<file path="src/hdl/bfa_pkg.sv">
`default_nettype none

package bfa_pkg;

    // Defaults for the top-level parameters
    localparam int DEF_MAX_BLOCKS = 16;
    localparam int DEF_SIZE_BITS  = 16;

    // Fixed field widths of the ports
    localparam int SIZE_IN_W = 16;
    localparam int INDEX_W   = 4;
    localparam int REM_W     = 16;

    localparam logic FUNC_LOAD    = 1'b0;
    localparam logic FUNC_REQUEST = 1'b1;

    typedef enum logic [1:0] {
        STAT_LOADED        = 2'd0,
        STAT_ALLOCATED     = 2'd1,
        STAT_NOT_ALLOCATED = 2'd2,
        STAT_FULL          = 2'd3
    } t_status;

    typedef struct packed {
        t_status              status;
        logic [INDEX_W-1:0]   block_index;
        logic [REM_W-1:0]     remaining_size;
    } t_result;

    typedef enum logic [1:0] {
        S_IDLE,
        S_SCAN,
        S_DRAIN,
        S_FINISH
    } t_state;

endpackage

`default_nettype wire

</file>
<file path="src/hdl/best_fit_block_allocator.sv">
`default_nettype none

// Channel   Direction  Handshake                 Payload
// -------   ---------  ------------------------  ---------------------------------------
// in        sink       i_in_valid / o_in_stall   i_func, i_size_value
// out       source     o_out_valid / i_out_stall o_status, o_block_index, o_remaining_size
//
// A load request goes from accept straight to its result step. An allocation
// request scans the loaded blocks, then finishes: the scan reads one stored
// block size per cycle through the single read port of the size table, then
// a drain step compares the last read and a finish step writes back the
// chosen entry. An allocation on an empty table skips the scan.
// Reset (synchronous, active low) empties the table; no clearing pass is run.
// One request is in work at a time; a new request is taken while the previous
// result still waits in the output register, and the write-back stalls until
// that register is free.

module best_fit_block_allocator #(
    parameter int MAX_BLOCKS = bfa_pkg::DEF_MAX_BLOCKS,
    parameter int SIZE_BITS  = bfa_pkg::DEF_SIZE_BITS
) (
    input  wire logic                          i_clk,
    input  wire logic                          i_rst_n,
    input  wire logic                          i_in_valid,
    output logic                               o_in_stall,
    input  wire logic                          i_func,
    input  wire logic [bfa_pkg::SIZE_IN_W-1:0] i_size_value,
    output logic                               o_out_valid,
    input  wire logic                          i_out_stall,
    output logic      [1:0]                    o_status,
    output logic      [bfa_pkg::INDEX_W-1:0]   o_block_index,
    output logic      [bfa_pkg::REM_W-1:0]     o_remaining_size
);

    import bfa_pkg::*;

    // Table address width and a block counter that can hold the capacity itself
    localparam int IDX_W = (MAX_BLOCKS > 1) ? $clog2(MAX_BLOCKS) : 1;
    localparam int CNT_W = $clog2(MAX_BLOCKS + 1);

    logic                 busy;
    logic                 slot_free;
    logic                 res_vld;
    t_result              res;
    logic                 mem_we;
    logic [IDX_W-1:0]     mem_waddr;
    logic [SIZE_BITS-1:0] mem_wdata;
    logic                 mem_re;
    logic [IDX_W-1:0]     mem_raddr;
    logic [SIZE_BITS-1:0] mem_rdata;
    logic                 r_out_vld;
    t_result              r_out;

    // The output register is free when empty or when its result leaves now
    assign slot_free  = !r_out_vld || !i_out_stall;
    // Hold off new requests while one is in work
    assign o_in_stall = busy;

    bfa_ctrl #(
        .MAX_BLOCKS (MAX_BLOCKS),
        .SIZE_BITS  (SIZE_BITS),
        .IDX_W      (IDX_W),
        .CNT_W      (CNT_W)
    ) u_ctrl (
        .i_clk        (i_clk),
        .i_rst_n      (i_rst_n),
        .i_in_valid   (i_in_valid),
        .o_busy       (busy),
        .i_func       (i_func),
        .i_size_value (i_size_value),
        .i_slot_free  (slot_free),
        .o_res_vld    (res_vld),
        .o_res        (res),
        .o_mem_we     (mem_we),
        .o_mem_waddr  (mem_waddr),
        .o_mem_wdata  (mem_wdata),
        .o_mem_re     (mem_re),
        .o_mem_raddr  (mem_raddr),
        .i_mem_rdata  (mem_rdata)
    );

    // Free block sizes, one entry per loaded block
    bfa_size_mem #(
        .DEPTH  (MAX_BLOCKS),
        .WIDTH  (SIZE_BITS),
        .ADDR_W (IDX_W)
    ) u_size_mem (
        .i_clk   (i_clk),
        .i_we    (mem_we),
        .i_waddr (mem_waddr),
        .i_wdata (mem_wdata),
        .i_re    (mem_re),
        .i_raddr (mem_raddr),
        .o_rdata (mem_rdata)
    );

    // Output register: load a finished result, drop it once taken
    always_ff @(posedge i_clk) begin
        if (!i_rst_n) begin
            r_out_vld <= 1'b0;
        end else if (res_vld) begin
            r_out_vld <= 1'b1;
        end else if (!i_out_stall) begin
            r_out_vld <= 1'b0;
        end
    end

    always_ff @(posedge i_clk) begin
        if (res_vld) begin
            r_out <= res;
        end
    end

    assign o_out_valid      = r_out_vld;
    assign o_status         = r_out.status;
    assign o_block_index    = r_out.block_index;
    assign o_remaining_size = r_out.remaining_size;

endmodule

`default_nettype wire

</file>
<file path="src/hdl/bfa_size_mem.sv">
`default_nettype none

module bfa_size_mem #(
    parameter int DEPTH  = 16,
    parameter int WIDTH  = 16,
    parameter int ADDR_W = 4
) (
    input  wire logic              i_clk,
    input  wire logic              i_we,
    input  wire logic [ADDR_W-1:0] i_waddr,
    input  wire logic [WIDTH-1:0]  i_wdata,
    input  wire logic              i_re,
    input  wire logic [ADDR_W-1:0] i_raddr,
    output logic      [WIDTH-1:0]  o_rdata
);

    logic [WIDTH-1:0] r_mem [DEPTH];

    always_ff @(posedge i_clk) begin
        if (i_we) begin
            r_mem[i_waddr] <= i_wdata;
        end
    end

    always_ff @(posedge i_clk) begin
        if (i_re) begin
            o_rdata <= r_mem[i_raddr];
        end
    end

endmodule

`default_nettype wire

</file>
<file path="src/hdl/bfa_ctrl.sv">
`default_nettype none

module bfa_ctrl #(
    parameter int MAX_BLOCKS = 16,
    parameter int SIZE_BITS  = 16,
    parameter int IDX_W      = 4,
    parameter int CNT_W      = 5
) (
    input  wire logic                          i_clk,
    input  wire logic                          i_rst_n,
    input  wire logic                          i_in_valid,
    output logic                               o_busy,
    input  wire logic                          i_func,
    input  wire logic [bfa_pkg::SIZE_IN_W-1:0] i_size_value,
    input  wire logic                          i_slot_free,
    output logic                               o_res_vld,
    output bfa_pkg::t_result                   o_res,
    output logic                               o_mem_we,
    output logic      [IDX_W-1:0]              o_mem_waddr,
    output logic      [SIZE_BITS-1:0]          o_mem_wdata,
    output logic                               o_mem_re,
    output logic      [IDX_W-1:0]              o_mem_raddr,
    input  wire logic [SIZE_BITS-1:0]          i_mem_rdata
);

    import bfa_pkg::*;

    t_state               r_state;
    t_state               n_state;
    logic                 r_func;
    logic [SIZE_BITS-1:0] r_req;
    logic [CNT_W-1:0]     r_count;
    logic [CNT_W-1:0]     r_addr;
    logic [CNT_W-1:0]     n_addr;
    logic                 r_cmp_vld;
    logic [IDX_W-1:0]     r_cmp_idx;
    logic                 r_found;
    logic [IDX_W-1:0]     r_best_idx;
    logic [SIZE_BITS-1:0] r_best_size;
    logic                 full;
    logic                 better;
    logic [SIZE_BITS-1:0] left;

    assign full   = (r_count == CNT_W'(MAX_BLOCKS));
    assign n_addr = r_addr + CNT_W'(1);
    assign left   = r_best_size - r_req;
    assign better = r_cmp_vld && (i_mem_rdata >= r_req)
                    && (!r_found || (i_mem_rdata < r_best_size));

    // Next state
    always_comb begin
        n_state = r_state;
        case (r_state)
            S_IDLE: begin
                if (i_in_valid) begin
                    if (i_func == FUNC_LOAD || r_count == '0) begin
                        n_state = S_FINISH;
                    end else begin
                        n_state = S_SCAN;
                    end
                end
            end
            S_SCAN: begin
                if (n_addr == r_count) begin
                    n_state = S_DRAIN;
                end
            end
            S_DRAIN: begin
                n_state = S_FINISH;
            end
            S_FINISH: begin
                if (i_slot_free) begin
                    n_state = S_IDLE;
                end
            end
            default: begin
                n_state = S_IDLE;
            end
        endcase
    end

    // Outputs
    always_comb begin
        o_busy      = 1'b1;
        o_mem_re    = 1'b0;
        o_mem_raddr = r_addr[IDX_W-1:0];
        o_mem_we    = 1'b0;
        o_mem_waddr = r_count[IDX_W-1:0];
        o_mem_wdata = r_req;
        o_res_vld   = 1'b0;
        o_res       = '{status: STAT_NOT_ALLOCATED, block_index: '0, remaining_size: '0};
        case (r_state)
            S_IDLE: begin
                o_busy = 1'b0;
            end
            S_SCAN: begin
                o_mem_re = 1'b1;
            end
            S_DRAIN: begin
                o_mem_re = 1'b0;
            end
            S_FINISH: begin
                o_res_vld = i_slot_free;
                if (r_func == FUNC_LOAD) begin
                    if (full) begin
                        o_res.status = STAT_FULL;
                    end else begin
                        o_res.status      = STAT_LOADED;
                        o_res.block_index = INDEX_W'(r_count);
                        o_mem_we          = i_slot_free;
                    end
                end else if (r_found) begin
                    o_res.status         = STAT_ALLOCATED;
                    o_res.block_index    = INDEX_W'(r_best_idx);
                    o_res.remaining_size = REM_W'(left);
                    o_mem_we             = i_slot_free;
                    o_mem_waddr          = r_best_idx;
                    o_mem_wdata          = left;
                end
            end
            default: begin
                o_busy = 1'b1;
            end
        endcase
    end

    always_ff @(posedge i_clk) begin
        if (!i_rst_n) begin
            r_state   <= S_IDLE;
            r_count   <= '0;
            r_cmp_vld <= 1'b0;
            r_found   <= 1'b0;
        end else begin
            r_state <= n_state;
            if (r_state == S_IDLE && i_in_valid) begin
                r_found   <= 1'b0;
                r_cmp_vld <= 1'b0;
            end else begin
                r_cmp_vld <= (r_state == S_SCAN);
                if (better) begin
                    r_found <= 1'b1;
                end
            end
            if (r_state == S_FINISH && i_slot_free && r_func == FUNC_LOAD && !full) begin
                r_count <= r_count + CNT_W'(1);
            end
        end
    end

    // Payload registers
    always_ff @(posedge i_clk) begin
        if (r_state == S_IDLE) begin
            r_func <= i_func;
            r_req  <= SIZE_BITS'(i_size_value);
            r_addr <= '0;
        end else if (r_state == S_SCAN) begin
            r_addr <= n_addr;
        end
        r_cmp_idx <= r_addr[IDX_W-1:0];
        if (better) begin
            r_best_idx  <= r_cmp_idx;
            r_best_size <= i_mem_rdata;
        end
    end

    a_count_bound: assert property (@(posedge i_clk) disable iff (!i_rst_n)
        r_count <= CNT_W'(MAX_BLOCKS))
        else $error("block count above capacity");

    a_write_in_finish: assert property (@(posedge i_clk) disable iff (!i_rst_n)
        o_mem_we |-> (r_state == S_FINISH && i_slot_free))
        else $error("table write outside finish step");

    a_best_fits: assert property (@(posedge i_clk) disable iff (!i_rst_n)
        (r_found && r_state != S_IDLE) |-> (r_best_size >= r_req))
        else $error("chosen block smaller than request");

    a_count_moves_on_load: assert property (@(posedge i_clk) disable iff (!i_rst_n)
        ($past(i_rst_n) && !$stable(r_count))
            |-> ($past(r_state) == S_FINISH && $past(r_func) == FUNC_LOAD))
        else $error("block count changed outside a load");

endmodule

`default_nettype wire
</file>
<file path="config.mk">
export PLATFORM = sky130hd
export DESIGN_NAME = best_fit_block_allocator
export DESIGN_NICKNAME = d
export VERILOG_FILES = /design/src/hdl/bfa_pkg.sv /design/src/hdl/best_fit_block_allocator.sv /design/src/hdl/bfa_size_mem.sv /design/src/hdl/bfa_ctrl.sv
export SDC_FILE = /design/constraint.sdc
export NUM_CORES = 1
export LEC_CHECK = 0
export BUFFER_PORTS_ARGS = -buffer_cell sky130_fd_sc_hd__buf_2
export CORE_ASPECT_RATIO = 0.6
export CORE_MARGIN = 10
export CORE_UTILIZATION = 50
export CTS_BUF_LIST = sky130_fd_sc_hd__clkbuf_16
export DETAILED_ROUTE_END_ITERATION = 12
export PLACE_DENSITY = 0.64
export SYNTH_ARGS = -nofsm -noshare
export SYNTH_HDL_FRONTEND = slang
export SYNTH_SLANG_ARGS = --single-unit
</file>
<file path="constraint.sdc">
create_clock -name i_clk -period 11.1 [get_ports i_clk]
set_clock_uncertainty 0.15 [all_clocks]
set_input_delay 1.665 -clock i_clk [delete_from_list [all_inputs] [get_ports i_clk]]
set_output_delay 1.665 -clock i_clk [all_outputs]
set_load 0.005 [all_outputs]
</file>
Word-level counts from Yosys, hierarchy flattened:

Memory sizes are Yosys's and may differ from the RTL's. A register that Yosys moved wholly into a read port is not among the register bits.
Cells that the tools add are included.

* bits in latches: 0
* bits in registers: 78
* memories: 1
* memory bits (writable): 256
* memory bits (read-only): 0
* input port bits: 21

Memory list
* u_size_mem.r_mem: words 16, bits a word 16, read ports 1, clocked after memory_dff 1, wr ports 1, line bfa_size_mem.sv:17 `logic [WIDTH-1:0] r_mem [DEPTH];`

* $add $sub $neg: 3
* equal/unequal tests: 9
* bitwise logic cells: 3
* div/mod/pow operators: 0
* multipliers: 0
* muxes and demuxes: 26
* reduce and logical (&&, ||, !) cells: 18
* order comparisons: 2
* shift operators: 0

Operators by type and width (count)
* $mux 16: 3
* $mux 22: 1
* $ge 16x16->1: 1
* $lt 16x16->1: 1
* $mux 4: 4
* $sub 16x16->16: 1
* $mux 1: 11
* $add 5x1->5 const B: 2
* $mux 2: 5
* $pmux 2 s4: 1
* $logic_and 1x1->1: 6
* $mux 6: 1
* $ne 2x1->1 const B: 3
* $reduce_and 3->1: 2
* $eq 5x5->1: 1
* $eq 5x5->1 const B: 1
* $logic_not 5->1: 1
* $eq 2x2->1 const B: 2
* $logic_not 1->1: 4
* $logic_or 1x1->1: 3
* $not 1->1: 3
* $eq 2x1->1 const B: 1
* $logic_not 2->1: 1
* $ne 2x2->1 const B: 1
* $reduce_or 2->1: 1

Depth between registers and ports, before layout:

* word-level depth: 7
* gate-level depth with buffers: 10
* depth with buffers taken out: 10

Hierarchy:

A second synthesis with hierarchy kept.

* cells, all modules: 859
* area, all modules: 14782.9 sq um

By module, submodules not included
* bfa_size_mem: times used 1, cells each 432, seq. area each 8167.8 sq um, area each 10202.3 sq um
* bfa_ctrl: times used 1, cells each 401, seq. area each 1471.4 sq um, area each 3885.0 sq um
* best_fit_block_allocator: times used 1, cells each 26, seq. area each 680.7 sq um, area each 695.7 sq um

Worst setup path after synthesis:

OpenSTA, ideal clock, no wires.

* path type: in2reg
* start point: input port i_out_stall
* end point: memory u_size_mem.r_mem[4][0] (enable)
* setup slack: 6.536 ns
* stages: 4
* required time: 10.562 ns
* arrival: 4.026 ns
* cells stage by stage: a21oi_1 > and2_1 > o21ai_0 > nor2_1

* cells in the longest elaborated chain, start to end: 7
* elaborated cells on any way between the ends: 8

RTL lines
* start: declaration: line best_fit_block_allocator.sv:29 `input wire logic i_out_stall,`
* $logic_not 1->1 (*)
* $logic_or 1x1->1 (*): line best_fit_block_allocator.sv:55 `assign slot_free = !r_out_vld || !i_out_stall;`
* $mux 1 (on tied branches): line bfa_ctrl.sv:105, bfa_ctrl.sv:112
* $mux 1 (*): line bfa_ctrl.sv:104 `if (r_func == FUNC_LOAD) begin`
* $mux 1 (*): line bfa_ctrl.sv:92 `case (r_state)`
* $mux 1 (*): line bfa_size_mem.sv:20 `if (i_we) begin`
* $mux 1 (not written as such) (*): line bfa_size_mem.sv:21 `r_mem[i_waddr] <= i_wdata;`
* end: declaration: line bfa_size_mem.sv:17

Every way passes the cells marked *; elsewhere a longest branch is shown, timed or not.

Worst setup path after layout:

* start point: register u_ctrl.r_best_size[1]
* end point: memory u_size_mem.r_mem[0][15] (data pin)

* cells in the longest elaborated chain, start to end: 4

RTL lines
* start: declaration: line bfa_ctrl.sv:39 `logic [SIZE_BITS-1:0] r_best_size;`
* start signal: assignment: line bfa_ctrl.sv:162 `r_best_size <= i_mem_rdata;`
* $sub 16x16->16: line bfa_ctrl.sv:46 `assign left = r_best_size - r_req;`
* $mux 16: line bfa_ctrl.sv:112 `end else if (r_found) begin`
* $mux 16: line bfa_ctrl.sv:104
* $mux 16: line bfa_ctrl.sv:92
* net mem_wdata[15]: line best_fit_block_allocator.sv:47 `logic [SIZE_BITS-1:0] mem_wdata;`

The timed path passes the listed nets, and every way through them passes these cells.

==> summary.md <==
| Metric | Value |
|---|---|
| Status | finished clean |
| Crit. End Element | flip-flop |
| Largest area contributor in the netlist | edfxtp_1 |
| I/O Buffers | 44 |
| Yosys reg bits | 350 |
| Leakage | roughly 5.6 nW |
| Crit path DAT | 3.49 ns |
| Main combinational cell family by area after synthesis | multiplexers |
| DR WL met3 | 3694 um |
| CTS tree | built |
| WL met1 | approximately 16000 um |
| Achievable Freq | 275.8 MHz |
| R2R depth | 7 |
| CP Class | flip-flop to flip-flop |
| Met2 Wirelength | 14580 um |
| GRT Util Overall | a little under a fifth |
| CTS Hold Bufs | 0 |
| Pwr/cell area | 215.2 nW/um^2 |
| Post-DP HPWL | 24110 um |
| Ys async rst share | 0% |
| Syn_nets | 911 |
| Final slew viol count | 0 |
| Critical Path, Cell by Cell | ha_1 > nor2b_1 > o2111ai_1 > a2111o_1 > nand2_1 > o311a_1 > nand4_1 |
| Number of buffers created by CTS | 31 |
| Yosys warns | 0 |
| DRT iter0 DRCs | approximately 810 |
| Largest net degree at the start of global routing | 70 |
| Most common cell in the synthesized netlist | edfxtp_1 |
| Min-delay src | u_ctrl.r_cmp_idx[3]$_DFF_P_ |
| CTS H-tree depth | 1 |
| Post-synthesis compound-gate area fraction | 5.213% |
| CTS clock-pin slew for the worst setup and hold paths | 0.07 ns |
| Syn Inst Count | 835 |
| CORE AREA | 29010 um^2 |
| Synth area leaders | edfxtp_1, mux4_2, ha_1 |
| Final Util | 56.95% |
| Placed Instance Area | between 15000 and 20000 um^2 |
| First-pass GRT wire length | roughly 52000 um |
| DR WL/cell | 26.33 um |
| Slew Limit Headroom | 19.47% |
| Post-CTS Setup Bufs | 0 |
| Min Clock Period, post-route | approximately 3.6 ns |
| Yosys top cell area share | 66.90% |
| Element type at the critical path start | flip-flop |
| DRC Markers | 0 |
| Final instance area | between 15000 and 20000 um^2 |
| FF-to-FF setup slack | 7.47 ns |
| Worst IR Drop VDD | ~0.00015 V |
| # rows | 48 |
| Post-synth top flop | edfxtp_1 |
| Via count | approximately 8000 |
| EDFF count, synth | 331 |
| Syn Area/Cell | between 15 and 20 um^2 |
| Register area share after synthesis | 69.46% |
| Hold Path Depth | 0 |
| Share of cells above drive strength 1 | 22.04% |
| Mapped Area | 14860 um^2 |
| Die W | 242.5 um |
| Max Cap Viol | 0 |
| Vias per inst | 6.025 |
| Yosys cell types | 57 |
| Initial antenna violation count | 1 |
| Fin. Hold Viols | 0 |
| Fin nets | ~970 |
| Reg2reg end | u_size_mem.r_mem[0][15]$_DFFE_PP_ |
| WHS Endpoint | u_ctrl.r_best_idx[3]$_DFFE_PP_ |
| FILL cells | 2192 |
| Skew-Pair Late Insertion Delay | 0.58 ns |
| Vias in the first global route | 7857 |
| Worst r2r src | u_ctrl.r_best_size[1]$_DFFE_PP_ |
| Mux contribution to synthesized area | 12.65% |
| Die Area | about 37000 um^2 |
| Worst hold margin | 0.2502 ns |
| Inst Count DP | around 1300 |
| Post-Synth Simple-Gate Area | under 10% |
| CP required | 10.96 ns |
| Grt ovf | 0 |
| Total Negative Setup Slacks | 0 ns |
| Unrepaired setup endpoints after global routing | false |
| CTS max path bufs | 3 |
| Resized cells post-CTS | 0 |
| Area growth from synthesis to layout | 11.19% |
| DRT antenna net count | 0 |
| Antenna Cells | 0 |
| Synth Area in XOR/XNOR | 1.356% |
| Non-filler instance count after layout | 1321 |
| CTS Sinks | 350 |
| Post-synth top cells | edfxtp_1, mux4_2, ha_1 |
| Slowest library cell on the worst path | nand4_1 |
| Worst hold path type | flip-flop to flip-flop |
| Final WL | 34780 um |
| Drt pass-1 iters | 5 |
| # IOs | 45 |
| CP Max Fanout | 16 |
| Worst-margin pin slew | 1.208 ns |
| Final Cycle Share | 32.66% |
| Root Buffer | clkbuf_16 |
| Initial Utilization | between 50% and 60% |
| Chip height | 153.5 um |
| Highest metal layer with signal wires | met5 |
| RePlAce Congestion | 0.9020 |
| Crit-path max cell delay | 0.72 ns |
| Post-Synth Adder-Cell Area | 4.682% |
| Setup violators final | 0 |
[cell type report]
| class | instances | area (um^2) | area share, % |
|---|---|---|---|
| Sequential cell | 350 | 10320 | 62.50 |
| Multi-Input combinational cell | 407 | 4214 | 25.51 |
| Clock buffer | 31 | 775.7 | 4.696 |
| Tap cell | 400 | 500.5 | 3.029 |
| Timing Repair Buffer | 62 | 355.3 | 2.151 |
| Clock inverter | 26 | 181.4 | 1.098 |
| Inverter | 45 | 168.9 | 1.022 |
[worst max-delay path: cells and delay by family (launching register included)]
family | cells | cell delay (ns)
AND/OR/NAND/NOR | 3 | 1.13
adder cells (fa/ha/maj) | 1 | 0.31
AO/OA/AOI/OAI | 3 | 1.02
flip-flops | 1 | 0.44
[per-layer routing]
metal	track usage (%)	vias to the layer above
li1	-	3458
met1	27.64	4098
met2	25.85	356
met3	6.280	45
met4	3.281	2
met5	2.800	-
[cells by family (layout without fill, tap and decap cells)]
| group | Yosys count | after routing |
|---|---|---|
| adder cells (fa/ha/maj) | 55 | 55 |
| AND/OR/NAND/NOR | 128 | 128 |
| buffers and inverters | 78 | 164 |
| AO/OA/AOI/OAI | 114 | 114 |
| multiplexers | 87 | 87 |
| XOR/XNOR | 23 | 23 |
| flip-flops | 350 | 350 |
[metrics by stage]
stage	worst slack [ns]	total power, mW
2_1_floorplan	6.536	2.235
3_3_place_gp	7.032	2.513
3_5_place_dp	6.911	2.543
4_1_cts	7.513	3.566
5_1_grt	7.310	3.711
6_report	7.474	3.555
[cells in the final DEF (no fill, tap or decap), types with 17 or more instances in the layout]
cell type / n
edfxtp_1: 331
buf_2: 44
inv_1: 50
o21ai_0: 17
buf_4: 18
a21oi_1: 24
ha_1: 54
a21o_1: 22
mux4_2: 79
dfxtp_1: 17
nor2_1: 29
clkbuf_16: 31
nand2_1: 23
[worst max path at each step]
| stage | start | endpoint | slack [ns] |
|---|---|---|---|
| after floorplan | i_out_stall | u_size_mem.r_mem[4][0]$_DFFE_PP_ | 6.54 |
| after global placement | i_out_stall | u_size_mem.r_mem[6][3]$_DFFE_PP_ | 7.03 |
| after detailed placement | i_out_stall | u_size_mem.r_mem[7][4]$_DFFE_PP_ | 6.91 |
| after CTS | i_out_stall | u_size_mem.r_mem[7][6]$_DFFE_PP_ | 7.51 |
| after global routing | i_out_stall | u_size_mem.r_mem[6][3]$_DFFE_PP_ | 7.31 |
| final | u_ctrl.r_best_size[1]$_DFFE_PP_ | u_size_mem.r_mem[0][15]$_DFFE_PP_ | 7.47 |
[power by group]
group / switching [mW] / internal [mW] / leakage [nW]
clock network: 0.474 / 0.554 / 0.478
logic: 0.531 / 0.286 / 1.95
registers: 0.0588 / 1.65 / 3.16
[sequential cells by signal (all words and copies together) (netlist names), 4 cells and up]
signal,cells
u_size_mem.o_rdata,16
u_ctrl.r_best_idx,4
u_ctrl.r_addr,5
u_ctrl.r_cmp_idx,4
o_block_index,4
u_ctrl.r_req,16
o_remaining_size,16
u_ctrl.r_best_size,16
u_ctrl.r_count,5
u_size_mem.r_mem,256
No activity file was read; power rests on OpenSTA's default activity.
